[src/tct_pkg.sv]
package tct_pkg;

    // event kinds
    localparam logic [1:0] MODE_DOWN = 2'd0;
    localparam logic [1:0] MODE_MOVE = 2'd1;
    localparam logic [1:0] MODE_UP   = 2'd2;

    // result status codes
    localparam logic [1:0] ST_DONE  = 2'd0;
    localparam logic [1:0] ST_FULL  = 2'd1;
    localparam logic [1:0] ST_EMPTY = 2'd2;

    // register indexes (byte address = 8 * index)
    localparam logic [1:0] REG_SCALE_X = 2'd0;
    localparam logic [1:0] REG_SCALE_Y = 2'd1;
    localparam logic [1:0] REG_RADIUS  = 2'd2;

    localparam logic [15:0] SCALE_RESET  = 16'd4096;
    localparam logic [32:0] RADIUS_RESET = 33'd10000;

    typedef struct packed {
        logic [15:0] pos_x;
        logic [15:0] pos_y;
        logic [15:0] hit_x;
        logic [15:0] hit_y;
        logic [31:0] touch_ms;
    } t_entry;

    typedef struct packed {
        logic [1:0] status;
        logic [3:0] slot;
        logic [4:0] active_count;
        t_entry     entry;
    } t_result;

    // control from sequencer to the distance unit
    typedef struct packed {
        logic       start;  // new search: reload best with the radius
        logic       vld;    // head cell holds a live contact
        logic [3:0] slot;   // slot index of the head cell
    } t_near_ctrl;

    typedef enum logic [2:0] {
        S_IDLE,
        S_SEARCH,
        S_DRAIN,
        S_APPLY,
        S_OUT
    } t_state;

endpackage

[src/tct_if.sv]
interface tct_evt_if;
    logic        valid;
    logic        ready;
    logic [1:0]  mode;
    logic [11:0] place_x;
    logic [11:0] place_y;
    logic [11:0] seek_x;
    logic [11:0] seek_y;
    logic [31:0] timestamp_ms;

    modport source (
        output valid, mode, place_x, place_y, seek_x, seek_y, timestamp_ms,
        input  ready
    );
    modport sink (
        input  valid, mode, place_x, place_y, seek_x, seek_y, timestamp_ms,
        output ready
    );
endinterface

interface tct_res_if;
    logic        valid;
    logic        ready;
    logic [1:0]  status;
    logic [3:0]  slot;
    logic [4:0]  active_count;
    logic [15:0] entry_pos_x;
    logic [15:0] entry_pos_y;
    logic [15:0] entry_hit_x;
    logic [15:0] entry_hit_y;
    logic [31:0] entry_hit_time;

    modport source (
        output valid, status, slot, active_count, entry_pos_x, entry_pos_y,
               entry_hit_x, entry_hit_y, entry_hit_time,
        input  ready
    );
    modport sink (
        input  valid, status, slot, active_count, entry_pos_x, entry_pos_y,
               entry_hit_x, entry_hit_y, entry_hit_time,
        output ready
    );
endinterface

[src/touch_contact_tracker_top.sv]
// Channel  Dir  Handshake      Word
// i_evt    in   valid/ready    mode, place_x/y, seek_x/y, timestamp_ms
// o_res    out  valid/ready    status, slot, active_count, entry_*
// apb      in   psel/penable   scale_x @0x00, scale_y @0x08, match_radius_sq @0x10
//
// One event at a time. Contacts sit in a ring of MAX_CONTACTS cells that
// rotates one slot per cycle in the search and update passes; all reads and
// writes happen at the head cell. Down: accept, N-step write pass, result.
// Move/up: accept, N-step search pass, a drain state for the distance
// pipeline, N-step update pass, result. Full/empty/unknown: accept, result.
// The ring rotations set the rate. Reset clears the count and registers;
// cell contents are don't-care until written. A stalled result holds the
// block in its output state; no new event is taken until it leaves.
module touch_contact_tracker_top #(
    parameter int MAX_CONTACTS = 11
) (
    input  logic        i_clk,
    input  logic        i_rst_n,
    tct_evt_if.sink     i_evt,
    tct_res_if.source   o_res,
    input  logic        psel,
    input  logic        penable,
    input  logic        pwrite,
    input  logic [4:0]  paddr,
    input  logic [63:0] pwdata,
    output logic [63:0] prdata,
    output logic        pready
);
    import tct_pkg::*;

    localparam logic [4:0] MAX_C     = 5'(MAX_CONTACTS);
    localparam logic [3:0] LAST_STEP = 4'(MAX_CONTACTS - 1);

    // (raw * scale + 2048) >> 12; the 28-bit sum never exceeds 16 result
    // bits for a 12-bit raw value, so no saturation is needed
    function automatic logic [15:0] scale_pos(input logic [11:0] raw,
                                              input logic [15:0] scale);
        logic [27:0] prod;
        prod = ({16'd0, raw} * {12'd0, scale}) + 28'd2048;
        return prod[27:12];
    endfunction

    // configuration
    logic [15:0] r_scale_x;
    logic [15:0] r_scale_y;
    logic [32:0] r_radius;

    // sequencer
    t_state      r_state, n_state;
    logic [1:0]  r_mode, n_mode;
    logic [3:0]  r_step, n_step;
    logic [4:0]  r_count, n_count;
    logic [3:0]  r_target, n_target;
    logic [15:0] r_px, n_px;
    logic [15:0] r_py, n_py;
    logic [15:0] r_sx, n_sx;
    logic [15:0] r_sy, n_sy;
    logic [31:0] r_time, n_time;
    t_entry      r_last, n_last;
    t_result     r_res, n_res;

    logic        w_shift;
    t_entry      w_tail;
    t_entry      w_mod;
    t_entry      w_head;
    logic [3:0]  w_target;
    logic [3:0]  w_best;
    t_near_ctrl  w_near;
    logic        w_wr;

    t_entry      w_cell_out [MAX_CONTACTS];

    // ---------------- APB ----------------
    assign pready = 1'b1;
    assign w_wr   = psel && penable && pwrite;

    always_ff @(posedge i_clk) begin
        if (!i_rst_n) begin
            r_scale_x <= SCALE_RESET;
            r_scale_y <= SCALE_RESET;
            r_radius  <= RADIUS_RESET;
        end else if (w_wr) begin
            unique case (paddr[4:3])
                REG_SCALE_X: r_scale_x <= pwdata[15:0];
                REG_SCALE_Y: r_scale_y <= pwdata[15:0];
                REG_RADIUS:  r_radius  <= pwdata[32:0];
                default: ;
            endcase
        end
    end

    always_comb begin
        unique case (paddr[4:3])
            REG_SCALE_X: prdata = {48'd0, r_scale_x};
            REG_SCALE_Y: prdata = {48'd0, r_scale_y};
            REG_RADIUS:  prdata = {31'd0, r_radius};
            default:     prdata = '0;
        endcase
    end

    // ---------------- contact ring ----------------
    // cell k takes cell k+1; the last cell takes the (possibly edited) head
    genvar g;
    generate
        for (g = 0; g < MAX_CONTACTS; g++) begin : g_cell
            t_entry w_in;
            if (g == MAX_CONTACTS - 1) begin : g_tail
                assign w_in = w_tail;
            end else begin : g_link
                assign w_in = w_cell_out[g + 1];
            end
            tct_cell u_cell (
                .i_clk   (i_clk),
                .i_shift (w_shift),
                .i_data  (w_in),
                .o_data  (w_cell_out[g])
            );
        end
    endgenerate

    assign w_head = w_cell_out[0];

    tct_nearest u_nearest (
        .i_clk       (i_clk),
        .i_rst_n     (i_rst_n),
        .i_ctrl      (w_near),
        .i_pos_x     (w_head.pos_x),
        .i_pos_y     (w_head.pos_y),
        .i_seek_x    (r_sx),
        .i_seek_y    (r_sy),
        .i_radius    (r_radius),
        .o_best_slot (w_best)
    );

    // down writes at the old count; move/up at the search winner
    assign w_target = (r_mode == MODE_DOWN) ? r_target : w_best;

    // edited head entry for the update pass
    always_comb begin
        w_mod = w_head;
        case (r_mode)
            MODE_DOWN: begin
                w_mod.pos_x    = r_px;
                w_mod.pos_y    = r_py;
                w_mod.hit_x    = r_px;
                w_mod.hit_y    = r_py;
                w_mod.touch_ms = r_time;
            end
            MODE_MOVE: begin
                w_mod.pos_x = r_px;
                w_mod.pos_y = r_py;
            end
            default: w_mod = r_last;  // up: last entry fills the hole
        endcase
    end

    // ---------------- sequencer ----------------
    always_ff @(posedge i_clk) begin
        if (!i_rst_n) begin
            r_state <= S_IDLE;
            r_count <= '0;
            r_step  <= '0;
        end else begin
            r_state <= n_state;
            r_count <= n_count;
            r_step  <= n_step;
        end
    end

    always_ff @(posedge i_clk) begin
        r_mode   <= n_mode;
        r_target <= n_target;
        r_px     <= n_px;
        r_py     <= n_py;
        r_sx     <= n_sx;
        r_sy     <= n_sy;
        r_time   <= n_time;
        r_last   <= n_last;
        r_res    <= n_res;
    end

    always_comb begin
        n_state  = r_state;
        n_mode   = r_mode;
        n_step   = r_step;
        n_count  = r_count;
        n_target = r_target;
        n_px     = r_px;
        n_py     = r_py;
        n_sx     = r_sx;
        n_sy     = r_sy;
        n_time   = r_time;
        n_last   = r_last;
        n_res    = r_res;
        w_shift  = 1'b0;
        w_tail   = w_head;
        w_near   = '0;

        unique case (r_state)
            S_IDLE: begin
                if (i_evt.valid) begin
                    n_mode   = i_evt.mode;
                    n_px     = scale_pos(i_evt.place_x, r_scale_x);
                    n_py     = scale_pos(i_evt.place_y, r_scale_y);
                    n_sx     = scale_pos(i_evt.seek_x, r_scale_x);
                    n_sy     = scale_pos(i_evt.seek_y, r_scale_y);
                    n_time   = i_evt.timestamp_ms;
                    n_step   = '0;
                    n_target = r_count[3:0];
                    n_res    = '0;
                    n_res.active_count = r_count;
                    case (i_evt.mode) inside
                        MODE_DOWN: begin
                            if (r_count >= MAX_C) begin
                                n_res.status = ST_FULL;
                                n_state      = S_OUT;
                            end else begin
                                n_state = S_APPLY;
                            end
                        end
                        MODE_MOVE, MODE_UP: begin
                            if (r_count == '0) begin
                                n_res.status = ST_EMPTY;
                                n_state      = S_OUT;
                            end else begin
                                w_near.start = 1'b1;
                                n_state      = S_SEARCH;
                            end
                        end
                        default: n_state = S_OUT;  // unknown kind: no change
                    endcase
                end
            end

            S_SEARCH: begin
                w_shift     = 1'b1;
                w_near.vld  = ({1'b0, r_step} < r_count);
                w_near.slot = r_step;
                if ({1'b0, r_step} == (r_count - 5'd1)) begin
                    n_last = w_head;
                end
                if (r_step == LAST_STEP) begin
                    n_step  = '0;
                    n_state = S_DRAIN;
                end else begin
                    n_step = r_step + 4'd1;
                end
            end

            // lets the last distance reach the compare stage
            S_DRAIN: n_state = S_APPLY;

            S_APPLY: begin
                w_shift = 1'b1;
                if (r_step == w_target) begin
                    w_tail       = w_mod;
                    n_res.status = ST_DONE;
                    n_res.slot   = w_target;
                    n_res.entry  = (r_mode == MODE_UP) ? w_head : w_mod;
                end
                if (r_step == LAST_STEP) begin
                    n_step = '0;
                    case (r_mode)
                        MODE_DOWN: n_count = r_count + 5'd1;
                        MODE_UP:   n_count = r_count - 5'd1;
                        default:   n_count = r_count;
                    endcase
                    n_res.active_count = n_count;
                    n_state            = S_OUT;
                end else begin
                    n_step = r_step + 4'd1;
                end
            end

            S_OUT: begin
                if (o_res.ready) begin
                    n_state = S_IDLE;
                end
            end

            default: n_state = S_IDLE;
        endcase
    end

    // ---------------- ports ----------------
    assign i_evt.ready = (r_state == S_IDLE);

    assign o_res.valid          = (r_state == S_OUT);
    assign o_res.status         = r_res.status;
    assign o_res.slot           = r_res.slot;
    assign o_res.active_count   = r_res.active_count;
    assign o_res.entry_pos_x    = r_res.entry.pos_x;
    assign o_res.entry_pos_y    = r_res.entry.pos_y;
    assign o_res.entry_hit_x    = r_res.entry.hit_x;
    assign o_res.entry_hit_y    = r_res.entry.hit_y;
    assign o_res.entry_hit_time = r_res.entry.touch_ms;

endmodule

[src/tct_cell.sv]
module tct_cell (
    input  logic            i_clk,
    input  logic            i_shift,
    input  tct_pkg::t_entry i_data,
    output tct_pkg::t_entry o_data
);
    import tct_pkg::*;

    t_entry r_entry;

    // one contact; takes its neighbor's contact on every ring step
    always_ff @(posedge i_clk) begin
        if (i_shift) begin
            r_entry <= i_data;
        end
    end

    assign o_data = r_entry;

endmodule

[src/tct_nearest.sv]
module tct_nearest (
    input  logic                i_clk,
    input  logic                i_rst_n,
    input  tct_pkg::t_near_ctrl i_ctrl,
    input  logic [15:0]         i_pos_x,
    input  logic [15:0]         i_pos_y,
    input  logic [15:0]         i_seek_x,
    input  logic [15:0]         i_seek_y,
    input  logic [32:0]         i_radius,
    output logic [3:0]          o_best_slot
);
    import tct_pkg::*;

    logic [15:0] w_ax;
    logic [15:0] w_ay;
    logic [32:0] w_dist;

    logic        r_vld;
    logic [3:0]  r_slot;
    logic [31:0] r_sq_x;
    logic [31:0] r_sq_y;
    logic [32:0] r_best;
    logic [3:0]  r_best_slot;

    // absolute differences, so the squares stay unsigned 16x16
    assign w_ax = (i_pos_x >= i_seek_x) ? (i_pos_x - i_seek_x) : (i_seek_x - i_pos_x);
    assign w_ay = (i_pos_y >= i_seek_y) ? (i_pos_y - i_seek_y) : (i_seek_y - i_pos_y);
    assign w_dist = {1'b0, r_sq_x} + {1'b0, r_sq_y};

    // stage 1: squares
    always_ff @(posedge i_clk) begin
        if (!i_rst_n) begin
            r_vld <= 1'b0;
        end else begin
            r_vld <= i_ctrl.vld;
        end
    end

    always_ff @(posedge i_clk) begin
        r_slot <= i_ctrl.slot;
        r_sq_x <= w_ax * w_ax;
        r_sq_y <= w_ay * w_ay;
    end

    // stage 2: sum and strict compare; slots arrive in ascending order,
    // so equal distances keep the lower slot
    always_ff @(posedge i_clk) begin
        if (i_ctrl.start) begin
            r_best      <= i_radius;
            r_best_slot <= '0;
        end else if (r_vld && (w_dist < r_best)) begin
            r_best      <= w_dist;
            r_best_slot <= r_slot;
        end
    end

    assign o_best_slot = r_best_slot;

endmodule

[src/flat_wrapper.sv]
// flat-port wrapper written by rule: the top's interface ports become plain ports
module touch_contact_tracker_top_flat import tct_pkg::*;
#(
    parameter int MAX_CONTACTS = 11
)
  (i_clk, i_rst_n, psel, penable, pwrite, paddr, pwdata, prdata, pready, i_evt_valid, i_evt_mode, i_evt_place_x, i_evt_place_y, i_evt_seek_x, i_evt_seek_y, i_evt_timestamp_ms, i_evt_ready, o_res_valid, o_res_status, o_res_slot, o_res_active_count, o_res_entry_pos_x, o_res_entry_pos_y, o_res_entry_hit_x, o_res_entry_hit_y, o_res_entry_hit_time, o_res_ready);
  tct_evt_if i_evt_i ();
  tct_res_if o_res_i ();
  input  logic i_clk;
  input  logic i_rst_n;
  input  logic psel;
  input  logic penable;
  input  logic pwrite;
  input  logic [4:0] paddr;
  input  logic [63:0] pwdata;
  output logic [63:0] prdata;
  output logic pready;
  input wire logic [$bits(i_evt_i.valid)-1:0] i_evt_valid;
  input wire logic [$bits(i_evt_i.mode)-1:0] i_evt_mode;
  input wire logic [$bits(i_evt_i.place_x)-1:0] i_evt_place_x;
  input wire logic [$bits(i_evt_i.place_y)-1:0] i_evt_place_y;
  input wire logic [$bits(i_evt_i.seek_x)-1:0] i_evt_seek_x;
  input wire logic [$bits(i_evt_i.seek_y)-1:0] i_evt_seek_y;
  input wire logic [$bits(i_evt_i.timestamp_ms)-1:0] i_evt_timestamp_ms;
  output wire logic [$bits(i_evt_i.ready)-1:0] i_evt_ready;
  output wire logic [$bits(o_res_i.valid)-1:0] o_res_valid;
  output wire logic [$bits(o_res_i.status)-1:0] o_res_status;
  output wire logic [$bits(o_res_i.slot)-1:0] o_res_slot;
  output wire logic [$bits(o_res_i.active_count)-1:0] o_res_active_count;
  output wire logic [$bits(o_res_i.entry_pos_x)-1:0] o_res_entry_pos_x;
  output wire logic [$bits(o_res_i.entry_pos_y)-1:0] o_res_entry_pos_y;
  output wire logic [$bits(o_res_i.entry_hit_x)-1:0] o_res_entry_hit_x;
  output wire logic [$bits(o_res_i.entry_hit_y)-1:0] o_res_entry_hit_y;
  output wire logic [$bits(o_res_i.entry_hit_time)-1:0] o_res_entry_hit_time;
  input wire logic [$bits(o_res_i.ready)-1:0] o_res_ready;
  assign i_evt_i.valid = i_evt_valid;
  assign i_evt_i.mode = i_evt_mode;
  assign i_evt_i.place_x = i_evt_place_x;
  assign i_evt_i.place_y = i_evt_place_y;
  assign i_evt_i.seek_x = i_evt_seek_x;
  assign i_evt_i.seek_y = i_evt_seek_y;
  assign i_evt_i.timestamp_ms = i_evt_timestamp_ms;
  assign i_evt_ready = i_evt_i.ready;
  assign o_res_valid = o_res_i.valid;
  assign o_res_status = o_res_i.status;
  assign o_res_slot = o_res_i.slot;
  assign o_res_active_count = o_res_i.active_count;
  assign o_res_entry_pos_x = o_res_i.entry_pos_x;
  assign o_res_entry_pos_y = o_res_i.entry_pos_y;
  assign o_res_entry_hit_x = o_res_i.entry_hit_x;
  assign o_res_entry_hit_y = o_res_i.entry_hit_y;
  assign o_res_entry_hit_time = o_res_i.entry_hit_time;
  assign o_res_i.ready = o_res_ready;
  touch_contact_tracker_top #(.MAX_CONTACTS(MAX_CONTACTS)) u_core (.i_clk(i_clk), .i_rst_n(i_rst_n), .i_evt(i_evt_i), .o_res(o_res_i), .psel(psel), .penable(penable), .pwrite(pwrite), .paddr(paddr), .pwdata(pwdata), .prdata(prdata), .pready(pready));
endmodule
[config.mk]
export PLATFORM = sky130hd
export DESIGN_NAME = touch_contact_tracker_top_flat
export DESIGN_NICKNAME = d
export VERILOG_FILES = /design/src/tct_pkg.sv /design/src/tct_if.sv /design/src/touch_contact_tracker_top.sv /design/src/tct_cell.sv /design/src/tct_nearest.sv /design/src/flat_wrapper.sv
export SDC_FILE = /design/constraint.sdc
export NUM_CORES = 2
export LEC_CHECK = 0
export ABC_AREA = 1
export BUFFER_PORTS_ARGS = -buffer_cell sky130_fd_sc_hd__buf_2
export CAP_MARGIN = 25
export CELL_PAD_IN_SITES_DETAIL_PLACEMENT = 1
export CELL_PAD_IN_SITES_GLOBAL_PLACEMENT = 1
export CORE_MARGIN = 2
export CORE_UTILIZATION = 45
export DETAILED_ROUTE_END_ITERATION = 10
export HOLD_SLACK_MARGIN = 0.15
export PLACE_DENSITY_LB_ADDON = 0.1
export SYNTH_ARGS = -nofsm -noshare
export SYNTH_HDL_FRONTEND = slang
export SYNTH_SLANG_ARGS = --single-unit
[constraint.sdc]
create_clock -name i_clk -period 83.9 [get_ports i_clk]
set_input_delay 4.195 -clock i_clk [delete_from_list [all_inputs] [get_ports i_clk]]
set_output_delay 4.195 -clock i_clk [all_outputs]
set_load 0.01 [all_outputs]
==> impl_metrics.json <==
{
  "dieWidth_um": 468,
  "r2r_slack_ps": 74840,
  "fin_nets": 11000,
  "grt_max_degree": 193,
  "synth_ff_type": "edfxtp_1",
  "r2r-start": "u_core.g_cell[0].u_cell.o_data[73]",
  "antenna_found_initial": 18,
  "area_growth_pct": 9.90,
  "clock.fmax_ghz": 0.103,
  "cts_resized": 0,
  "ff2ff_path_depth": 30,
  "path_cells": "buf_2 -> inv_1 -> nor2_1 -> inv_1 -> buf_4 -> o211ai_1 -> buf_2",
  "viasPerCell": 5.19,
  "grt_pass1_wl_um": 407000,
  "tns_ps": 0,
  "yosys_warnings": 0,
  "clkSinkCount": 1542,
  "drv_cap": 0,
  "startpoint": "paddr[4]",
  "hold_end": "u_core.g_cell[3].u_cell.o_data[1]",
  "yosysSeqAreaShare_pct": 46.2,
  "period_needed_ps": 9700,
  "crit_slowest_cell": "buf_4",
  "cts_root_buf": "clkbuf_16",
  "numCtsBuffers": 166,
  "grt_remaining_overflow": 0,
  "slew_viol_final": 0,
  "cts_setup_buffers": 0,
  "slew_headroom_pct": 25.4,
  "min_from": "u_core.g_cell[4].u_cell.o_data[1]",
  "hold_class": "flip-flop to flip-flop",
  "dieArea_um2": 219000,
  "status": "finished clean",
  "synth.distinct_cells": 60,
  "design.core.area_um2": 214000,
  "finalSetupViolCount": 0,
  "cts_tree": "done",
  "finalClockSkew_ps": 72.0,
  "preCtsSetupSlack_ps": 74230,
  "cp_num_buf_inv": 5,
  "initial_utilization_pct": 45.2,
  "worst_slew_pin_slew_ps": 1120,
  "worst_slack_ps": 74200,
  "arrival_ps": 5510,
  "gp_congestion": 0.873,
  "grt.total_usage_pct": 24.1,
  "synth_cells": 9153,
  "drive_gt1_share_pct": 6.80,
  "first_global_vias": 70100,
  "crit_fanout": 24,
  "final_antenna_net_count": 0,
  "clk_path_buf_depth": 3,
  "dp_hpwl_um": 195000,
  "clkLatencyLatePin_ps": 810,
  "drc_errors": 0,
  "port-buffer-count": 265,
  "period_share_pct": 11.6,
  "synth_area_um2": 96900,
  "cp.required_ps": 79710,
  "grt_setup_unrepaired": "no",
  "synth_edf_count": 1394,
  "synth.avg_cell_area_um2": 10.6,
  "r2r_end": "u_core.u_nearest.r_sq_y[27]",
  "critPathLaunchType": "primary input",
  "endpoint_kind": "output pin",
  "synthArstFlopShare_pct": 0,
  "wire_per_inst_um": 21.1,
  "finalHoldViolCount": 0,
  "ioPinCount": 332,
  "wl_um": 260000,
  "ys_seq_elements": 1542,
  "drtIter0Drc": 3987,
  "firstDrtPassIters": 7,
  "route.vias.total": 64000,
  "clk_pin_slew_worst_paths_ps": 60,
  "cts_hold_repair.buffers": 0,
  "whs_path_depth": 0,
  "h-tree-depth": 4,
  "cpLargestDelayFamily": "buffers and inverters",
  "max_stage_delay_ps": 410,
  "critPathKind": "primary input to output pin",
  "row_count": 170,
  "fp.dieH_um": 468,
  "final_core_util_pct": 49.7
}
[layout make-up]
cell class	instances	area, um2
sequential	1542	44800
inverter	1765	6630
clock buffer	218	4480
antenna	6	15.0
fill	23400	108000
tap	2838	3550
timing repair buffer	343	1990
clock inverter	78	906
multi-input combinational	5527	44100
[worst max-delay path by stage]
stage                             endpoint  depth (start not counted)  slack [ps]
after floorplan           u_core.r_last[0]                          6       25000
after global placement          prdata[14]                          5       73900
after detailed placement         prdata[6]                          7       74230
after CTS                        prdata[6]                          7       74220
after global routing             prdata[4]                          7       74120
final                            prdata[4]                          7       74200
[placed cells by master (no fill, tap or decap), drive strengths merged, types with 59 or more instances in the layout]
cell type	synthesis	routed
a21oi	449	449
buf	86	343
clkbuf	263	218
clkinv	12	64
dfxtp	148	148
edfxtp	1394	1394
fa	884	884
ha	634	634
inv	1753	1765
nand2	1826	1826
nand3	145	145
nor2	635	635
o21ai	408	408
xnor2	59	59
xor2	139	139
[cell families (layout without fill, tap and decap cells)]
kind of cell	after synthesis	after routing	synth area share, %
xor+xnor	198	198	1.82
fa+ha+maj	1518	1518	26.4
flops	1542	1542	46.2
compound gates	1057	1057	6.04
other cells	2	38	0.00775
simple gates	2722	2722	11.1
buf+inv	2114	2404	8.40
[per-stage QoR]
stage / hold WS [ps] / std cells / cell area, um2
6_report: 384 / 12300 / 107000
5_1_grt: 384 / 12300 / 107000
4_1_cts: 382 / 12300 / 106000
3_5_place_dp: 405 / 12000 / 101000
3_3_place_gp: 400 / 12000 / 101000
2_1_floorplan: 400 / 9183 / 97000
[state kept, by name, indices dropped and copies added, names as in the netlist, 31 cells and up]
name and flops:
u_core.o_res.entry_hit_time 32, u_core.u_nearest.r_best 33, u_core.u_nearest.r_sq_x 31, u_core.r_time 32, u_core.g_cell.u_cell.o_data 1056, u_core.r_radius 33
u_core.u_nearest.r_sq_y 31, u_core.r_last 96
[metal layers]
metal,global-route usage (%),vias to the layer above,part of all wire [%]
li1,-,29500,-
met1,34.0,32800,46
met2,40.0,1270,48
met3,2.54,342,3.9
met4,6.06,14,2.4
met5,0,-,0.031
[worst reg2reg max path: cells and delay by family, from the launching register on]
family	cells	cell delay [ps]
adder cells (fa/ha/maj)	8	3990
AND/OR/NAND/NOR	12	1760
AO/OA/AOI/OAI	4	1750
buffers and inverters	5	830
flip-flops	1	490
XOR/XNOR	1	180
[Yosys cell counts (4+ instances only)]
master	n	area, um2
a211oi_1	36	270
a21boi_0	19	143
a21o_1	21	158
a21oi_1	446	2230
a221oi_1	21	184
a22oi_1	13	97.6
a31oi_1	13	81.3
and2_1	6	37.5
and3_1	5	31.3
buf_1	17	63.8
buf_2	25	125
buf_4	42	315
clkbuf_1	259	972
clkbuf_2	4	20.0
clkinv_1	12	45.0
dfxtp_1	148	2960
edfxtp_1	1394	41900
fa_1	884	17700
ha_1	634	7930
inv_1	1740	6530
inv_2	13	48.8
nand2_1	1806	6780
nand2_2	18	113
nand3_1	144	721
nand3b_1	5	37.5
nand4_1	27	169
nor2_1	631	2370
nor3_1	52	260
nor4_1	12	75.1
o2111ai_1	4	35.0
o211ai_1	28	210
o21a_1	14	105
o21ai_0	368	1840
o21ai_1	36	180
o21ai_2	4	35.0
o21bai_1	15	113
or2_2	5	31.3
xnor2_1	59	517
xor2_1	137	1200
Power is left out: the tool's default activity adds up to more than one toggle a clock period on the data nets, which glitch-free logic cannot reach.
